[src/hdl/lcdnib_pkg.sv]
`default_nettype none
package lcdnib_pkg;

    localparam int unsigned PC_W       = 6;
    localparam int unsigned HOLD_W     = 16;
    localparam int unsigned PULSE_W    = 10;
    localparam int unsigned CFG_IDX_W  = 3;
    localparam int unsigned CFG_DATA_W = 16;

    localparam logic [HOLD_W-1:0] FIRST_INIT_WAIT_US = 16'd5000;
    localparam logic [7:0]        CMD_FUNCTION_SET   = 8'h28;
    localparam logic [7:0]        CMD_DISPLAY_OFF    = 8'h08;
    localparam logic [7:0]        CMD_CLEAR          = 8'h01;
    localparam logic [7:0]        ROW0_BASE          = 8'h80;
    localparam logic [7:0]        ROW1_BASE          = 8'hC0;
    localparam logic [3:0]        WAKE_NIBBLE        = 4'h3;
    localparam logic [3:0]        FOUR_BIT_NIBBLE    = 4'h2;

    // program entry points
    localparam logic [PC_W-1:0] PC_INIT  = 6'd0;
    localparam logic [PC_W-1:0] PC_BYTE  = 6'd38;
    localparam logic [PC_W-1:0] PC_CLEAR = 6'd42;

    typedef enum logic [1:0] {
        ACT_INIT   = 2'd0,
        ACT_CURSOR = 2'd1,
        ACT_CLEAR  = 2'd2,
        ACT_CHAR   = 2'd3
    } t_action;

    typedef enum logic [CFG_IDX_W-1:0] {
        CFG_PULSE   = 3'd0,
        CFG_PWRUP   = 3'd1,
        CFG_CLRWAIT = 3'd2,
        CFG_STEP    = 3'd3,
        CFG_ENTRY   = 3'd4,
        CFG_DISP    = 3'd5
    } t_cfg_idx;

    typedef enum logic [2:0] {
        NIB_KEEP,
        NIB_HI,
        NIB_LO,
        NIB_WAKE,
        NIB_FOUR
    } t_nib_sel;

    typedef enum logic [2:0] {
        BYTE_OPER,
        BYTE_FSET,
        BYTE_DOFF,
        BYTE_CLR,
        BYTE_ENTRY,
        BYTE_DISP
    } t_byte_sel;

    typedef enum logic [2:0] {
        HOLD_PULSE,
        HOLD_PWRUP,
        HOLD_FIRST,
        HOLD_STEP,
        HOLD_CLEAR
    } t_hold_sel;

    typedef struct packed {
        t_nib_sel  nib;
        t_byte_sel byte_sel;
        logic      en;
        t_hold_sel hold;
        logic      last;
    } t_uword;

    typedef struct packed {
        logic   fire;
        t_uword word;
    } t_ctrl;

    function automatic t_uword mk(t_nib_sel nib, t_byte_sel bsel, logic en,
                                  t_hold_sel hold, logic last);
        t_uword w;
        w.nib      = nib;
        w.byte_sel = bsel;
        w.en       = en;
        w.hold     = hold;
        w.last     = last;
        return w;
    endfunction

    function automatic logic [PC_W-1:0] start_pc(t_action act);
        logic [PC_W-1:0] pc;
        case (act)
            ACT_INIT:  pc = PC_INIT;
            ACT_CLEAR: pc = PC_CLEAR;
            default:   pc = PC_BYTE;
        endcase
        return pc;
    endfunction

    // control store: one word per pin state
    function automatic t_uword ucode(logic [PC_W-1:0] pc);
        t_uword w;
        case (pc)
            // power-up wait, then wake nibbles 3,3,3 and the 4-bit nibble 2
            6'd0:  w = mk(NIB_KEEP, BYTE_OPER,  1'b0, HOLD_PWRUP, 1'b0);
            6'd1:  w = mk(NIB_WAKE, BYTE_OPER,  1'b1, HOLD_PULSE, 1'b0);
            6'd2:  w = mk(NIB_KEEP, BYTE_OPER,  1'b0, HOLD_PULSE, 1'b0);
            6'd3:  w = mk(NIB_KEEP, BYTE_OPER,  1'b0, HOLD_FIRST, 1'b0);
            6'd4:  w = mk(NIB_WAKE, BYTE_OPER,  1'b1, HOLD_PULSE, 1'b0);
            6'd5:  w = mk(NIB_KEEP, BYTE_OPER,  1'b0, HOLD_PULSE, 1'b0);
            6'd6:  w = mk(NIB_KEEP, BYTE_OPER,  1'b0, HOLD_STEP,  1'b0);
            6'd7:  w = mk(NIB_WAKE, BYTE_OPER,  1'b1, HOLD_PULSE, 1'b0);
            6'd8:  w = mk(NIB_KEEP, BYTE_OPER,  1'b0, HOLD_PULSE, 1'b0);
            6'd9:  w = mk(NIB_KEEP, BYTE_OPER,  1'b0, HOLD_STEP,  1'b0);
            6'd10: w = mk(NIB_FOUR, BYTE_OPER,  1'b1, HOLD_PULSE, 1'b0);
            6'd11: w = mk(NIB_KEEP, BYTE_OPER,  1'b0, HOLD_PULSE, 1'b0);
            6'd12: w = mk(NIB_KEEP, BYTE_OPER,  1'b0, HOLD_STEP,  1'b0);
            // function set
            6'd13: w = mk(NIB_HI,   BYTE_FSET,  1'b1, HOLD_PULSE, 1'b0);
            6'd14: w = mk(NIB_KEEP, BYTE_FSET,  1'b0, HOLD_PULSE, 1'b0);
            6'd15: w = mk(NIB_LO,   BYTE_FSET,  1'b1, HOLD_PULSE, 1'b0);
            6'd16: w = mk(NIB_KEEP, BYTE_FSET,  1'b0, HOLD_PULSE, 1'b0);
            6'd17: w = mk(NIB_KEEP, BYTE_FSET,  1'b0, HOLD_STEP,  1'b0);
            // display off
            6'd18: w = mk(NIB_HI,   BYTE_DOFF,  1'b1, HOLD_PULSE, 1'b0);
            6'd19: w = mk(NIB_KEEP, BYTE_DOFF,  1'b0, HOLD_PULSE, 1'b0);
            6'd20: w = mk(NIB_LO,   BYTE_DOFF,  1'b1, HOLD_PULSE, 1'b0);
            6'd21: w = mk(NIB_KEEP, BYTE_DOFF,  1'b0, HOLD_PULSE, 1'b0);
            6'd22: w = mk(NIB_KEEP, BYTE_DOFF,  1'b0, HOLD_STEP,  1'b0);
            // clear
            6'd23: w = mk(NIB_HI,   BYTE_CLR,   1'b1, HOLD_PULSE, 1'b0);
            6'd24: w = mk(NIB_KEEP, BYTE_CLR,   1'b0, HOLD_PULSE, 1'b0);
            6'd25: w = mk(NIB_LO,   BYTE_CLR,   1'b1, HOLD_PULSE, 1'b0);
            6'd26: w = mk(NIB_KEEP, BYTE_CLR,   1'b0, HOLD_PULSE, 1'b0);
            6'd27: w = mk(NIB_KEEP, BYTE_CLR,   1'b0, HOLD_CLEAR, 1'b0);
            // entry mode
            6'd28: w = mk(NIB_HI,   BYTE_ENTRY, 1'b1, HOLD_PULSE, 1'b0);
            6'd29: w = mk(NIB_KEEP, BYTE_ENTRY, 1'b0, HOLD_PULSE, 1'b0);
            6'd30: w = mk(NIB_LO,   BYTE_ENTRY, 1'b1, HOLD_PULSE, 1'b0);
            6'd31: w = mk(NIB_KEEP, BYTE_ENTRY, 1'b0, HOLD_PULSE, 1'b0);
            6'd32: w = mk(NIB_KEEP, BYTE_ENTRY, 1'b0, HOLD_STEP,  1'b0);
            // display control
            6'd33: w = mk(NIB_HI,   BYTE_DISP,  1'b1, HOLD_PULSE, 1'b0);
            6'd34: w = mk(NIB_KEEP, BYTE_DISP,  1'b0, HOLD_PULSE, 1'b0);
            6'd35: w = mk(NIB_LO,   BYTE_DISP,  1'b1, HOLD_PULSE, 1'b0);
            6'd36: w = mk(NIB_KEEP, BYTE_DISP,  1'b0, HOLD_PULSE, 1'b0);
            6'd37: w = mk(NIB_KEEP, BYTE_DISP,  1'b0, HOLD_STEP,  1'b1);
            // single byte: cursor address or character
            6'd38: w = mk(NIB_HI,   BYTE_OPER,  1'b1, HOLD_PULSE, 1'b0);
            6'd39: w = mk(NIB_KEEP, BYTE_OPER,  1'b0, HOLD_PULSE, 1'b0);
            6'd40: w = mk(NIB_LO,   BYTE_OPER,  1'b1, HOLD_PULSE, 1'b0);
            6'd41: w = mk(NIB_KEEP, BYTE_OPER,  1'b0, HOLD_PULSE, 1'b1);
            // clear command with its wait
            6'd42: w = mk(NIB_HI,   BYTE_CLR,   1'b1, HOLD_PULSE, 1'b0);
            6'd43: w = mk(NIB_KEEP, BYTE_CLR,   1'b0, HOLD_PULSE, 1'b0);
            6'd44: w = mk(NIB_LO,   BYTE_CLR,   1'b1, HOLD_PULSE, 1'b0);
            6'd45: w = mk(NIB_KEEP, BYTE_CLR,   1'b0, HOLD_PULSE, 1'b0);
            6'd46: w = mk(NIB_KEEP, BYTE_CLR,   1'b0, HOLD_CLEAR, 1'b1);
            default: w = mk(NIB_KEEP, BYTE_OPER, 1'b0, HOLD_PULSE, 1'b1);
        endcase
        return w;
    endfunction

endpackage
`default_nettype wire

[src/hdl/lcdnib_seq.sv]
`default_nettype none
module lcdnib_seq (
    input  wire logic                        i_clk,
    input  wire logic                        i_rst_n,
    input  wire logic                        i_start,
    input  wire lcdnib_pkg::t_action         i_action,
    input  wire logic                        i_slot_free,
    output logic                             o_busy,
    output lcdnib_pkg::t_ctrl                o_ctrl
);

    logic                        r_busy;
    logic [lcdnib_pkg::PC_W-1:0] r_pc;
    lcdnib_pkg::t_uword          w_word;
    logic                        w_fire;

    assign w_word = lcdnib_pkg::ucode(r_pc);
    assign w_fire = r_busy && i_slot_free;

    always_ff @(posedge i_clk) begin
        if (!i_rst_n) begin
            r_busy <= 1'b0;
            r_pc   <= lcdnib_pkg::PC_INIT;
        end else if (i_start) begin
            r_busy <= 1'b1;
            r_pc   <= lcdnib_pkg::start_pc(i_action);
        end else if (w_fire) begin
            if (w_word.last) begin
                r_busy <= 1'b0;
            end else begin
                r_pc <= r_pc + {{(lcdnib_pkg::PC_W-1){1'b0}}, 1'b1};
            end
        end
    end

    assign o_busy      = r_busy;
    assign o_ctrl.fire = w_fire;
    assign o_ctrl.word = w_word;

endmodule
`default_nettype wire

[src/hdl/lcdnib_dp.sv]
`default_nettype none
module lcdnib_dp (
    input  wire logic                                  i_clk,
    input  wire logic                                  i_rst_n,
    input  wire logic                                  i_cfg_we,
    input  wire logic [lcdnib_pkg::CFG_IDX_W-1:0]      i_cfg_index,
    input  wire logic [lcdnib_pkg::CFG_DATA_W-1:0]     i_cfg_data,
    input  wire logic                                  i_start,
    input  wire lcdnib_pkg::t_action                   i_action,
    input  wire logic                                  i_row,
    input  wire logic [5:0]                            i_column,
    input  wire logic [7:0]                            i_char_code,
    input  wire lcdnib_pkg::t_ctrl                     i_ctrl,
    output logic                                       o_slot_free,
    output logic                                       o_valid,
    input  wire logic                                  i_ready,
    output logic                                       o_rs,
    output logic [3:0]                                 o_data_nibble,
    output logic                                       o_enable,
    output logic [lcdnib_pkg::HOLD_W-1:0]              o_hold_us,
    output logic                                       o_last
);

    logic [lcdnib_pkg::PULSE_W-1:0] r_pulse_us;
    logic [lcdnib_pkg::HOLD_W-1:0]  r_pwrup_us;
    logic [lcdnib_pkg::HOLD_W-1:0]  r_clrwait_us;
    logic [lcdnib_pkg::HOLD_W-1:0]  r_step_us;
    logic [7:0]                     r_entry_mode;
    logic [7:0]                     r_disp_ctrl;

    logic [7:0]                     r_oper;
    logic                           r_oper_rs;
    logic [3:0]                     r_nib_level;

    logic                           r_out_valid;
    logic                           r_out_rs;
    logic [3:0]                     r_out_nib;
    logic                           r_out_en;
    logic [lcdnib_pkg::HOLD_W-1:0]  r_out_hold;
    logic                           r_out_last;

    logic [7:0]                     w_byte;
    logic [3:0]                     n_nib;
    logic [lcdnib_pkg::HOLD_W-1:0]  w_hold;
    logic [7:0]                     w_cursor;

    // config registers
    always_ff @(posedge i_clk) begin
        if (!i_rst_n) begin
            r_pulse_us   <= 10'd20;
            r_pwrup_us   <= 16'd50000;
            r_clrwait_us <= 16'd2000;
            r_step_us    <= 16'd1000;
            r_entry_mode <= 8'h06;
            r_disp_ctrl  <= 8'h0C;
        end else if (i_cfg_we) begin
            case (lcdnib_pkg::t_cfg_idx'(i_cfg_index))
                lcdnib_pkg::CFG_PULSE:   r_pulse_us   <= i_cfg_data[lcdnib_pkg::PULSE_W-1:0];
                lcdnib_pkg::CFG_PWRUP:   r_pwrup_us   <= i_cfg_data;
                lcdnib_pkg::CFG_CLRWAIT: r_clrwait_us <= i_cfg_data;
                lcdnib_pkg::CFG_STEP:    r_step_us    <= i_cfg_data;
                lcdnib_pkg::CFG_ENTRY:   r_entry_mode <= i_cfg_data[7:0];
                lcdnib_pkg::CFG_DISP:    r_disp_ctrl  <= i_cfg_data[7:0];
                default: ;
            endcase
        end
    end

    assign w_cursor = (i_row ? lcdnib_pkg::ROW1_BASE : lcdnib_pkg::ROW0_BASE)
                    | {2'b00, i_column};

    // operand byte latched with the word
    always_ff @(posedge i_clk) begin
        if (i_start) begin
            r_oper    <= (i_action == lcdnib_pkg::ACT_CURSOR) ? w_cursor : i_char_code;
            r_oper_rs <= (i_action == lcdnib_pkg::ACT_CHAR);
        end
    end

    always_comb begin
        case (i_ctrl.word.byte_sel)
            lcdnib_pkg::BYTE_FSET:  w_byte = lcdnib_pkg::CMD_FUNCTION_SET;
            lcdnib_pkg::BYTE_DOFF:  w_byte = lcdnib_pkg::CMD_DISPLAY_OFF;
            lcdnib_pkg::BYTE_CLR:   w_byte = lcdnib_pkg::CMD_CLEAR;
            lcdnib_pkg::BYTE_ENTRY: w_byte = r_entry_mode;
            lcdnib_pkg::BYTE_DISP:  w_byte = r_disp_ctrl;
            default:                w_byte = r_oper;
        endcase
    end

    always_comb begin
        case (i_ctrl.word.nib)
            lcdnib_pkg::NIB_HI:   n_nib = w_byte[7:4];
            lcdnib_pkg::NIB_LO:   n_nib = w_byte[3:0];
            lcdnib_pkg::NIB_WAKE: n_nib = lcdnib_pkg::WAKE_NIBBLE;
            lcdnib_pkg::NIB_FOUR: n_nib = lcdnib_pkg::FOUR_BIT_NIBBLE;
            default:              n_nib = r_nib_level;
        endcase
    end

    always_comb begin
        case (i_ctrl.word.hold)
            lcdnib_pkg::HOLD_PWRUP: w_hold = r_pwrup_us;
            lcdnib_pkg::HOLD_FIRST: w_hold = lcdnib_pkg::FIRST_INIT_WAIT_US;
            lcdnib_pkg::HOLD_STEP:  w_hold = r_step_us;
            lcdnib_pkg::HOLD_CLEAR: w_hold = r_clrwait_us;
            default: w_hold = {{(lcdnib_pkg::HOLD_W-lcdnib_pkg::PULSE_W){1'b0}}, r_pulse_us};
        endcase
    end

    // data line levels
    always_ff @(posedge i_clk) begin
        if (!i_rst_n) begin
            r_nib_level <= 4'h0;
        end else if (i_ctrl.fire) begin
            r_nib_level <= n_nib;
        end
    end

    // output word register
    always_ff @(posedge i_clk) begin
        if (!i_rst_n) begin
            r_out_valid <= 1'b0;
        end else if (i_ctrl.fire) begin
            r_out_valid <= 1'b1;
        end else if (i_ready) begin
            r_out_valid <= 1'b0;
        end
    end

    always_ff @(posedge i_clk) begin
        if (i_ctrl.fire) begin
            r_out_rs   <= r_oper_rs;
            r_out_nib  <= n_nib;
            r_out_en   <= i_ctrl.word.en;
            r_out_hold <= w_hold;
            r_out_last <= i_ctrl.word.last;
        end
    end

    assign o_slot_free   = !r_out_valid || i_ready;
    assign o_valid       = r_out_valid;
    assign o_rs          = r_out_rs;
    assign o_data_nibble = r_out_nib;
    assign o_enable      = r_out_en;
    assign o_hold_us     = r_out_hold;
    assign o_last        = r_out_last;

endmodule
`default_nettype wire

[src/hdl/char_lcd_nibble_bus_sequencer.sv]
`default_nettype none
// Character LCD 4-bit bus sequencer. Each accepted word names one action (init, set cursor,
// clear, write character) and is answered by a run of pin-state words (rs, D7..D4, enable,
// hold time in microseconds), the final one flagged with o_last: init gives 38 words, clear 5,
// set cursor and write character 4 each. The pin states come from a microcode table walked by
// a step counter, one word per clock while the output side takes them; a new action is taken
// only once the previous run has been fully issued. The data lines keep their level across
// actions. Configuration registers are written through i_cfg_we / i_cfg_index / i_cfg_data;
// the user must write them only while the block is idle, which the block does not enforce.
module char_lcd_nibble_bus_sequencer (
    input  wire logic                                  i_clk,
    input  wire logic                                  i_rst_n,
    input  wire logic                                  i_cfg_we,
    input  wire logic [lcdnib_pkg::CFG_IDX_W-1:0]      i_cfg_index,
    input  wire logic [lcdnib_pkg::CFG_DATA_W-1:0]     i_cfg_data,
    input  wire logic                                  i_valid,
    output logic                                       o_ready,
    input  wire logic [1:0]                            i_action,
    input  wire logic                                  i_row,
    input  wire logic [5:0]                            i_column,
    input  wire logic [7:0]                            i_char_code,
    output logic                                       o_valid,
    input  wire logic                                  i_ready,
    output logic                                       o_rs,
    output logic [3:0]                                 o_data_nibble,
    output logic                                       o_enable,
    output logic [lcdnib_pkg::HOLD_W-1:0]              o_hold_us,
    output logic                                       o_last
);

    logic                   w_busy;
    logic                   w_start;
    logic                   w_slot_free;
    lcdnib_pkg::t_action    w_action;
    lcdnib_pkg::t_ctrl      w_ctrl;

    assign w_action = lcdnib_pkg::t_action'(i_action);
    assign o_ready  = !w_busy;
    assign w_start  = i_valid && !w_busy;

    lcdnib_seq u_seq (
        .i_clk       (i_clk),
        .i_rst_n     (i_rst_n),
        .i_start     (w_start),
        .i_action    (w_action),
        .i_slot_free (w_slot_free),
        .o_busy      (w_busy),
        .o_ctrl      (w_ctrl)
    );

    lcdnib_dp u_dp (
        .i_clk         (i_clk),
        .i_rst_n       (i_rst_n),
        .i_cfg_we      (i_cfg_we),
        .i_cfg_index   (i_cfg_index),
        .i_cfg_data    (i_cfg_data),
        .i_start       (w_start),
        .i_action      (w_action),
        .i_row         (i_row),
        .i_column      (i_column),
        .i_char_code   (i_char_code),
        .i_ctrl        (w_ctrl),
        .o_slot_free   (w_slot_free),
        .o_valid       (o_valid),
        .i_ready       (i_ready),
        .o_rs          (o_rs),
        .o_data_nibble (o_data_nibble),
        .o_enable      (o_enable),
        .o_hold_us     (o_hold_us),
        .o_last        (o_last)
    );

endmodule
`default_nettype wire

[config.mk]
export PLATFORM = sky130hd
export DESIGN_NAME = char_lcd_nibble_bus_sequencer
export DESIGN_NICKNAME = d
export VERILOG_FILES = /design/src/hdl/lcdnib_pkg.sv /design/src/hdl/lcdnib_seq.sv /design/src/hdl/lcdnib_dp.sv /design/src/hdl/char_lcd_nibble_bus_sequencer.sv
export SDC_FILE = /design/constraint.sdc
export NUM_CORES = 1
export LEC_CHECK = 0
export ABC_CLOCK_PERIOD_IN_PS = 4500
export BUFFER_PORTS_ARGS = -buffer_cell sky130_fd_sc_hd__buf_2
export CAP_MARGIN = 20
export CORE_AREA = 2 2 109 111
export DETAILED_ROUTE_END_ITERATION = 8
export DIE_AREA = 0 0 111 113
export GPL_ROUTABILITY_DRIVEN = 0
export PLACE_DENSITY = 0.74
export SETUP_SLACK_MARGIN = 0.15
export SLEW_MARGIN = 20
export SYNTH_ARGS = -nofsm -noshare
export SYNTH_HDL_FRONTEND = slang
export SYNTH_HIERARCHICAL = 1
export SYNTH_SLANG_ARGS = --single-unit
export TNS_END_PERCENT = 100
[constraint.sdc]
create_clock -name i_clk -period 4.5 [get_ports i_clk]
set_input_delay 0.9 -clock i_clk [delete_from_list [all_inputs] [get_ports i_clk]]
set_output_delay 0.9 -clock i_clk [all_outputs]
set_load 0.03 [all_outputs]
* Yosys cells after proc, flatten, opt, wreduce, memory -nomap -nowiden
Memories as Yosys holds them, arrays and structs flattened. A register that Yosys moved wholly into a read port is not among the register bits. Index checks and enable logic that the tools add are counted.
Storage, ports and cells: bits in read-only memories 704, word-level logic and storage cells 76, memories kept 1, flip-flop bits (word level) 118, output and inout bits 25
Operators by class: add/subtract/negate cells 1, multiplexer cells 16, equal/unequal tests 22, bitwise operators 1, reduce and logical (&&, ||, !) cells 18
Memory list:
- (name not given) | words 64, width 11, rd ports 1, clocked after memory_dff 1, write ports 0, line lcdnib_pkg.sv:102 | case (pc)
Operators by type and width (count):
- case mux 16 bit (4 select lines) | 1
- case mux 8 bit (5 select lines) | 1
- 2-to-1 mux 6 bit | 5
- equality test 3 x 2 -> 1 bit, second input constant | 8
- equality test 3 bit, second input constant | 6
- case mux 4 bit (4 select lines) | 1
- AND reduction 2 bit | 8
- equality test 3 x 1 -> 1 bit, second input constant | 4
- case mux 6 bit (2 select lines) | 1
- 2-to-1 mux 8 bit | 1
- OR 8 x 6 -> 8 bit | 1
- 2-to-1 mux 7 bit | 1
- adder 6 x 1 -> 6 bit, second input constant | 1
- nonzero test 2 bit | 3
- 2-to-1 mux 1 bit | 5
- equality test 2 bit, second input constant | 2
- logical NOT 3 bit | 1
- equality test 2 x 1 -> 1 bit, second input constant | 1
- logical AND 1 bit | 2
- logical NOT 1 bit | 2
- logical NOT 2 bit | 1
- inequality test 2 x 1 -> 1 bit, second input constant | 1
- logical OR 1 bit | 1

* Longest topological paths before layout
Gate-level depths: netlist of the first run.
depth after elaboration 7, mapped depth 11, depth with buffers taken out 11

* Cells and area by module
The synthesis of the first run kept the hierarchy.
Modules (own cells, without submodules):
- lcdnib_dp | instances 1, sequential area each 2542.4 um2, area an instance 4820.9 um2, cells each 543
- lcdnib_seq | instances 1, sequential area each 360.3 um2, area an instance 1310.0 um2, cells each 155
- char_lcd_nibble_bus_sequencer | instances 1, sequential area each 0.0 um2, area an instance 10.0 um2, cells each 2

* Least setup slack after synthesis of the first run
OpenSTA, ideal clock, no wires.
path type input-to-reg, start point input port i_valid, end point register u_seq/w_word[4] (netlist name), setup time 0.120 ns, cell stages on the path 11, data arrival time 3.384 ns, slack 0.996 ns, path through nor2b_1 -> buf_2 -> nor3b_1 -> o21ai_0 -> nand2_1 -> inv_1 -> ha_1 -> o21ai_1 -> and3_1 -> a21oi_1 -> a211o_1
On the way: longest elaborated chain between the ends 5, elaborated cells on any way between the ends 7, those cells by class eq/ne (1); mux (3); reduce/logical (3)
RTL lines:
- start, declared | line char_lcd_nibble_bus_sequencer.sv:16 | input wire logic i_valid,
- logical AND 1 bit * | line char_lcd_nibble_bus_sequencer.sv:39 | assign w_start = i_valid && !w_busy;
- inequality test 2 x 1 -> 1 bit (no line) / nonzero test 2 bit (equally long branches)
- AND reduction 2 bit (no line)
- 2-to-1 mux 6 bit (no line) * (2 in a row)
Every way passes the cells marked *; elsewhere a longest branch is shown, timed or not. A chain may end at the register's enable or synchronous reset.

* Final worst setup path of the first run
start point input port i_valid, end point register u_seq/w_word[4] (netlist name)
On the way: longest elaborated chain between the ends 5, elaborated cells on any way between the ends 7, those cells by class eq/ne (1); mux (3); reduce/logical (3)
RTL lines:
- logical AND 1 bit * | line char_lcd_nibble_bus_sequencer.sv:39
- named net w_start | line char_lcd_nibble_bus_sequencer.sv:32 | logic w_start;
- inequality test 2 x 1 -> 1 bit (no line) / nonzero test 2 bit (equally long branches)
- AND reduction 2 bit (no line)
- 2-to-1 mux 6 bit (no line) * (2 in a row)
Mark *: on every way through the listed nets, which the timed path passes. The rest lies on a longest branch.

==> metrics.md, run 1 <==
| Metric | Value |
|---|---|
| Filler Cell Count | `~940` |
| #FFs+latches synth | `129` |
| CTS root buf | `clkbuf_16` |
| First-pass GRT wire length | `between 20000 and 30000 um` |
| Worst-margin pin slew | `between 0.9 and 1 ns` |
| Cell taking the most area after synthesis | `dfxtp_1` |
| CTS tree | `yes` |
| Syn nets | `~750` |
| Via count | `around 5400` |
| Net switching power | `0.000861 W` |
| Setup TNS | `0 ns` |
| Hold Slack | `approximately 0.42 ns` |
| Outcome | `finished, final reports clean` |
| P per Cell Area | `about 440 mW/mm^2` |
| DP Worst Slack | `0.943 ns` |
| Reg2reg setup slack | `roughly 1.4 ns` |
| Ys flop type | `dfxtp_1` |
| Core Region | `~0.011 sq mm` |
| Post-synthesis cell type count | `75` |
| DRT Wirelength | `15200 um` |
| Synth Cell Area | `approximately 0.0061 sq mm` |
| Worst path required time | `4.81 ns` |
| Remaining Overflow, GRT | `0` |
| Hold/Removal Path Class | `reg2reg` |
| Area occupied by multi-input gates | `around 0.0029 sq mm` |
| H-tree depth | `4` |
| Clock slew at reported path FFs | `about 0.060 ns` |
| DR vias/cell | `around 6` |
| # diodes | `0` |
| Worst EP arrival | `~3.5 ns` |
| Switching share of power | `0.276` |
| Crit path time final | `3.22 ns` |
| Cell Int Power | `roughly 0.0023 W` |
| Ports | `66` |
| Sequential share of power | `0.425` |
| Worst Slack Setup Final | `1.28 ns` |
| Seq. cell area | `0.00290 sq mm` |
| Layout net count | `~800` |
| # Post-CTS Setup Buffers | `0` |
| Vias in the first global route | `just over 5000` |
| Num CTS Buffers | `17` |
| Crit end category | `flip-flop` |
| RSZ-0062 raised after global routing | `no` |
| Worst skew pair latency | `approximately 0.42 ns` |
| Max Fclk | `between 300 and 400 MHz` |
| CP Max Fanout | `18` |
| Finish-stage setup viols | `0` |
| Setup Skew | `around 0.0094 ns` |
| Seq/Total Area, Yosys | `0.473` |
| Placed wire-length estimate | `10000 um` |
| Clk buf depth | `2` |
| Post-Synthesis Cells | `700` |
| Crit-path leading delay family | `simple AND/OR/NAND/NOR gates` |
| Post-synth ARST share | `0` |
| Remaining antenna violation count | `0` |
| Final Slew Violations | `0` |
| Worst Path Buf+Inv | `3` |
| Post-synth top cells | `nand2_1 (185), dfxtp_1 (97), a21oi_1 (71), nand3_1 (40), edfxtp_1 (32)` |
| Post-synth EDFFs | `32` |
| Drt drc | `0` |
| Antenna violations before repair | `0` |
| Initial Utilization | `0.545` |
| CP peak stage delay | `roughly 0.33 ns` |
| DR pass1 iterations | `6` |
| Pin count of the biggest net entering global routing | `54` |
| Chip height | `around 110 um` |
| WL per Instance | `around 17 um` |
| Avg Synthesized Cell Area | `8.77 sq um` |
| Worst slew margin | `0.368` |
| Slowest-stage cell, CP | `nor3b_1` |
| Post-CTS Hold Buffers | `0` |
| Die W | `between 100 and 150 um` |
| Startpoint Class | `input port` |
| Clk sinks | `129` |
| IO buf count | `between 60 and 70` |
| Crit path cell chain | `buf_2 -> nor2b_1 -> buf_4 -> nor3b_1 -> o21ai_0 -> nand2_1 -> inv_1 -> ha_1 -> o21ai_1 -> and3_1 -> a21oi_1 -> a211o_1` |
| Area Overhead vs Synth | `15.1%` |
| Leakage | `~2.8 nW` |
| Share of cells above drive strength 1 | `0.180` |
| Max-Cap Viols | `0` |
| Worst vdd ir | `0.377 mV` |
| Post-synth top area share | `0.316` |
| Fin. Hold Viols | `0` |
| CP Class | `in2reg` |
| Comb pwr share | `0.147` |
| Global Route Usage Sum | `0.249` |
| Most frequent cell after synthesis | `nand2_1` |
| Starting DRT DRC Count | `447` |
| Post_cts resized | `0` |
| Yosys Warn Count | `6` |
| Rows | `39` |
| DIE AREA | `0.0125 sq mm` |
| Final worst-path cycle share | `0.715` |
| Clock power frac | `0.427` |
| Synth area leaders | `dfxtp_1 (32%), edfxtp_1 (16%), nand2_1 (11%)` |
[cell type report]
type	instances	share of cell area
clock buffer	21	0.0728
timing repair buffer	71	0.0524
clock inverter	11	0.00992
inverter	24	0.0127
tap	143	0.0253
sequential	129	0.411
multi-input combinational	507	0.416
[per-stage QoR]
| stage | area (sq um) | total power, W | std cells | util |
|---|---|---|---|---|
| after floorplan | 6140 | 0.00168 | 700 | - |
| after global placement | 6480 | 0.00179 | 874 | 0.575 |
| after detailed placement | 6480 | 0.00180 | 874 | 0.575 |
| after CTS | 7070 | 0.00313 | 906 | 0.627 |
| after global routing | 7070 | 0.00323 | 906 | 0.627 |
| final | 7070 | 0.00312 | 906 | 0.627 |
[power groups by stage]
stage / clock network [W] / logic [W] / registers (W)
3_3_place_gp: 0 / 0.000444 / 0.00135
4_1_cts: 0.00135 / 0.000456 / 0.00133
2_1_floorplan: 0 / 0.000310 / 0.00137
5_1_grt: 0.00139 / 0.000503 / 0.00134
6_report: 0.00133 / 0.000459 / 0.00133
3_5_place_dp: 0 / 0.000452 / 0.00135
[layer usage]
layer | up-vias | share of wire | track usage
li1 | 2580 | - | -
met1 | 2579 | 0.42 | 0.313
met2 | 234 | 0.49 | 0.416
met3 | 39 | 0.063 | 0.0546
met4 | 0 | 0.028 | 0.111
met5 | - | 0 | 0
[final timing paths]
kind | cells past startpoint | to | from
worst max-delay path | 12 | u_seq/w_word[4] | i_valid
worst min-delay path | 0 | u_dp/o_enable | u_seq/w_word[4]
worst max register to register | 11 | u_seq/w_word[4] | u_seq/o_busy
worst min register to register | 0 | u_dp/o_enable | u_seq/w_word[4]
[cell families after synthesis]
kind of cell / after synthesis / share of synthesized area
fa+ha+maj: 8 / 0.0163
compound gates: 162 / 0.172
flops: 129 / 0.473
xor+xnor: 2 / 0.00285
simple gates: 302 / 0.231
buf+inv: 64 / 0.0485
mux: 33 / 0.0564
[sequential cells by signal (all words and copies together) (netlist names)]
| register | flops |
|---|---|
| u_dp/o_hold_us | 16 |
| u_dp/o_data_nibble | 4 |
| u_dp/r_pwrup_us | 16 |
| u_dp/r_nib_level | 4 |
| u_dp/o_last | 1 |
| u_seq/r_pc | 6 |
| u_dp/o_enable | 1 |
| u_dp/o_valid | 1 |
| u_seq/w_word | 11 |
| u_dp/o_rs | 1 |
| u_dp/r_oper | 8 |
| u_dp/r_clrwait_us | 16 |
| u_seq/o_busy | 1 |
| u_dp/r_pulse_us | 10 |
| u_dp/r_entry_mode | 8 |
| u_dp/r_oper_rs | 1 |
| u_dp/r_disp_ctrl | 8 |
| u_dp/r_step_us | 16 |
[cell usage in the layout, fill, tap and decap left out, types with 6 or more instances in the layout]
master	n
nand2_1	185
buf_4	6
ha_1	8
inv_1	18
edfxtp_1	32
buf_2	65
inv_2	6
mux2i_1	22
o21ai_1	7
o21ai_0	23
nor2b_1	8
nand2b_1	9
o22ai_1	8
a21oi_1	71
mux2_2	10
nand3_1	40
dfxtp_1	97
nor3_1	9
a222oi_1	6
clkbuf_16	20
nor2_1	10
[worst reg2reg max path, stage by stage (launching register included)]
cell     delay, ns
dfxtp_1       0.38
nor2b_1       0.31
buf_4         0.32
nor3b_1       0.33
o21ai_0       0.16
nand2_1       0.26
inv_1         0.15
ha_1          0.27
o21ai_1       0.23
and3_1        0.21
a21oi_1       0.04
a211o_1       0.31
Power figures use the tool's default switching activity.
==> run 2, diff against run 1 <==
- ABC_CLOCK_PERIOD_IN_PS: 4500 -> 3100
- clock period: 4.5 -> 3.1 ns (I/O delays scaled with it)
==> run 2 against run 1 <==
Die area did not move; flip-flop and latch count did not move; core utilization rose by 0.089 points; critical path type is now reg2reg; critical endpoint unchanged; largest power group unchanged; highest routed layer unchanged.
==> metrics.md, run 2 (synthesis gave the netlist of run 1 again) <==
| Metric | Value |
|---|---|
| Outcome | `finished, final reports clean` |
| CP peak stage delay | `0.40 ns (+0.07 ns)` |
| Worst EP arrival | `2.95 ns (-0.58 ns)` |
| Remaining Overflow, GRT | `0 (unchanged)` |
| Die W | `111 um (unchanged)` |
| Global Route Usage Sum | `0.249 (-0.000317)` |
| CTS root buf | `clkbuf_16` |
| CTS tree | `yes` |
| Rows | `39 (unchanged)` |
| DRT Wirelength | `15200 um (about the same)` |
| Worst skew pair latency | `0.41 ns (about the same)` |
| Post-Layout Cell Count | `911 (+0.55%)` |
| P per Cell Area | `629 mW/mm^2 (+43%)` |
| Placed Cells | `879 (+0.57%)` |
| Clk buf depth | `2 (unchanged)` |
| DR vias/cell | `5.88 (-1.9%)` |
| Worst slew margin | `0.273 (-0.0952)` |
| Fin. Hold Viols | `0 (unchanged)` |
| Final Slew Violations | `0 (unchanged)` |
| Reg2reg setup slack | `0.45 ns (-0.98 ns)` |
| CP Class | `reg2reg` |
| DR pass1 iterations | `8 (+2)` |
| Starting DRT DRC Count | `418 (-6.5%)` |
| Crit path time final | `2.65 ns` |
| Initial Utilization | `0.545 (unchanged)` |
| DIE AREA | `0.0125 sq mm (unchanged)` |
| Worst-margin pin slew | `1.09 ns (+0.143 ns)` |
| RSZ-0062 raised after global routing | `no` |
| Crit path from | `u_seq/o_busy` |
| Chip height | `113 um (unchanged)` |
| Worst vdd ir | `0.570 mV (+51%)` |
| Setup Skew | `0.00481 ns (-0.00455 ns)` |
| Antenna violations before repair | `0 (unchanged)` |
| Pin count of the biggest net entering global routing | `34 (-37%)` |
| Crit path cell chain | `nor2b_4 -> nor3b_1 -> o21ai_0 -> nand2_1 -> inv_1 -> ha_1 -> o21ai_1 -> and3_1 -> a21oi_1 -> a211o_1` |
| Post-CTS Hold Buffers | `0 (unchanged)` |
| Hold/Removal Path Class | `reg2reg` |
| Sequential share of power | `0.433 (+0.008)` |
| Worst r2r path cells | `10 (-1)` |
| Vias in the first global route | `5081 (-1.2%)` |
| CP Max Fanout | `8 (-10)` |
| Cell Int Power | `0.00324 W (+44%)` |
| Layout net count | `804 (+0.63%)` |
| Startpoint Class | `flip-flop` |
| Drt drc | `0 (unchanged)` |
| Most frequent cells in the layout | `nand2_1 (185), dfxtp_1 (97), a21oi_1 (71)` |
| Placed wire-length estimate | `10200 um (+1.6%)` |
| Comb pwr share | `0.152 (+0.005)` |
| Crit end category | `flip-flop` |
| Net switching power | `0.00121 W (+40%)` |
| R2R Path Start | `u_seq/o_busy` |
| Finish-stage setup viols | `0 (unchanged)` |
| # Post-CTS Setup Buffers | `0 (unchanged)` |
| IO buf count | `65 (unchanged)` |
| Worst r2r dst | `u_seq/w_word[4]` |
| Final worst-path cycle share | `0.855` |
| Post_cts resized | `0 (unchanged)` |
| First-pass GRT wire length | `25100 um (-0.25%)` |
| Clock power frac | `0.415 (-0.012)` |
| Area Overhead vs Synth | `15.2%` |
| CP Capture Point | `u_seq/w_word[4]` |
| Remaining antenna violation count | `0 (unchanged)` |
| Core Region | `0.0113 sq mm (unchanged)` |
| Clock slew at reported path FFs | `0.05 ns (about the same)` |
| Worst path required time | `3.40 ns (-1.41 ns)` |
| Clk sinks | `129 (unchanged)` |
| Slowest-stage cell, CP | `dfxtp_1` |
| WL per Instance | `16.7 um (-0.59%)` |
| Num CTS Buffers | `17 (unchanged)` |
| Max Fclk | `between 300 and 400 MHz` |
| H-tree depth | `4 (unchanged)` |
| Switching share of power | `0.271 (-0.00497)` |
| Via count | `5356 (-1.4%)` |
| Max-Cap Viols | `0 (unchanged)` |
| Setup TNS | `0 ns (unchanged)` |
| # diodes | `0 (unchanged)` |
| Commonest non-fill, non-tap cell in the layout | `nand2_1` |
| Ports | `66 (unchanged)` |
| Worst hold path startpoint | `u_seq/w_word[4]` |
| Leakage | `2.75 nW (about the same)` |
| Share of cells above drive strength 1 | `0.181 (+0.00144)` |
==> run 2: worst max-delay path, delay by kind of cell (launching register included) <==
kind	cells	cell delay [ns]
and+or+nand+nor	4	0.99
AOI/OAI and AO/OA	4	0.73
DFF	1	0.40
adders and majority gates	1	0.27
buffers and inverters	1	0.15
==> run 2: routing by layer <==
layer | vias to the layer above | wire [um] | global-route usage
met5 | - | 0 | 0
met4 | 0 | 216 | 0.0983
met3 | 21 | 1040 | 0.0546
met2 | 244 | 7550 | 0.429
met1 | 2513 | 6400 | 0.306
li1 | 2578 | - | -
==> run 2: power by group through the flow <==
stage,Sequential (W),Clock [W],Combinational (W)
global route,0.00194,0.00195,0.000740
CTS,0.00193,0.00187,0.000670
floorplan,0.00199,0,0.000451
detailed placement,0.00196,0,0.000666
finish,0.00193,0.00185,0.000676
global placement,0.00196,0,0.000651
==> run 2: final cells by class <==
| cell class | count | area (sq um) |
|---|---|---|
| Fill cell | 940 | 4200 |
| Multi-Input combinational cell | 507 | 2950 |
| Sequential cell | 129 | 2900 |
| Clock buffer | 23 | 468 |
| Timing Repair Buffer | 76 | 408 |
| Tap cell | 143 | 179 |
| Inverter | 24 | 90.1 |
| Clock inverter | 9 | 81.3 |
==> run 2: worst min-delay path by stage <==
stage | cells after the start | to | slack [ns]
after floorplan | 0 | u_dp/o_enable | 0.39
after global placement | 0 | u_dp/o_enable | 0.41
after detailed placement | 0 | u_dp/o_enable | 0.40
after CTS | 0 | u_dp/o_enable | 0.42
after global routing | 0 | u_dp/o_enable | 0.43
final | 0 | u_dp/o_enable | 0.41
==> run 2: metrics by stage <==
| stage | util | worst slack, ns | area, sq um | power (W) | hold slack, ns |
|---|---|---|---|---|---|
| global placement | 0.579 | 0.290 | 6530 | 0.00261 | 0.406 |
| global route | 0.628 | 0.154 | 7080 | 0.00463 | 0.429 |
| finish | 0.628 | 0.449 | 7080 | 0.00445 | 0.413 |
| detailed placement | 0.579 | 0.180 | 6530 | 0.00263 | 0.396 |
| CTS | 0.628 | 0.466 | 7080 | 0.00447 | 0.417 |
| floorplan | - | 0.248 | 6150 | 0.00244 | 0.386 |
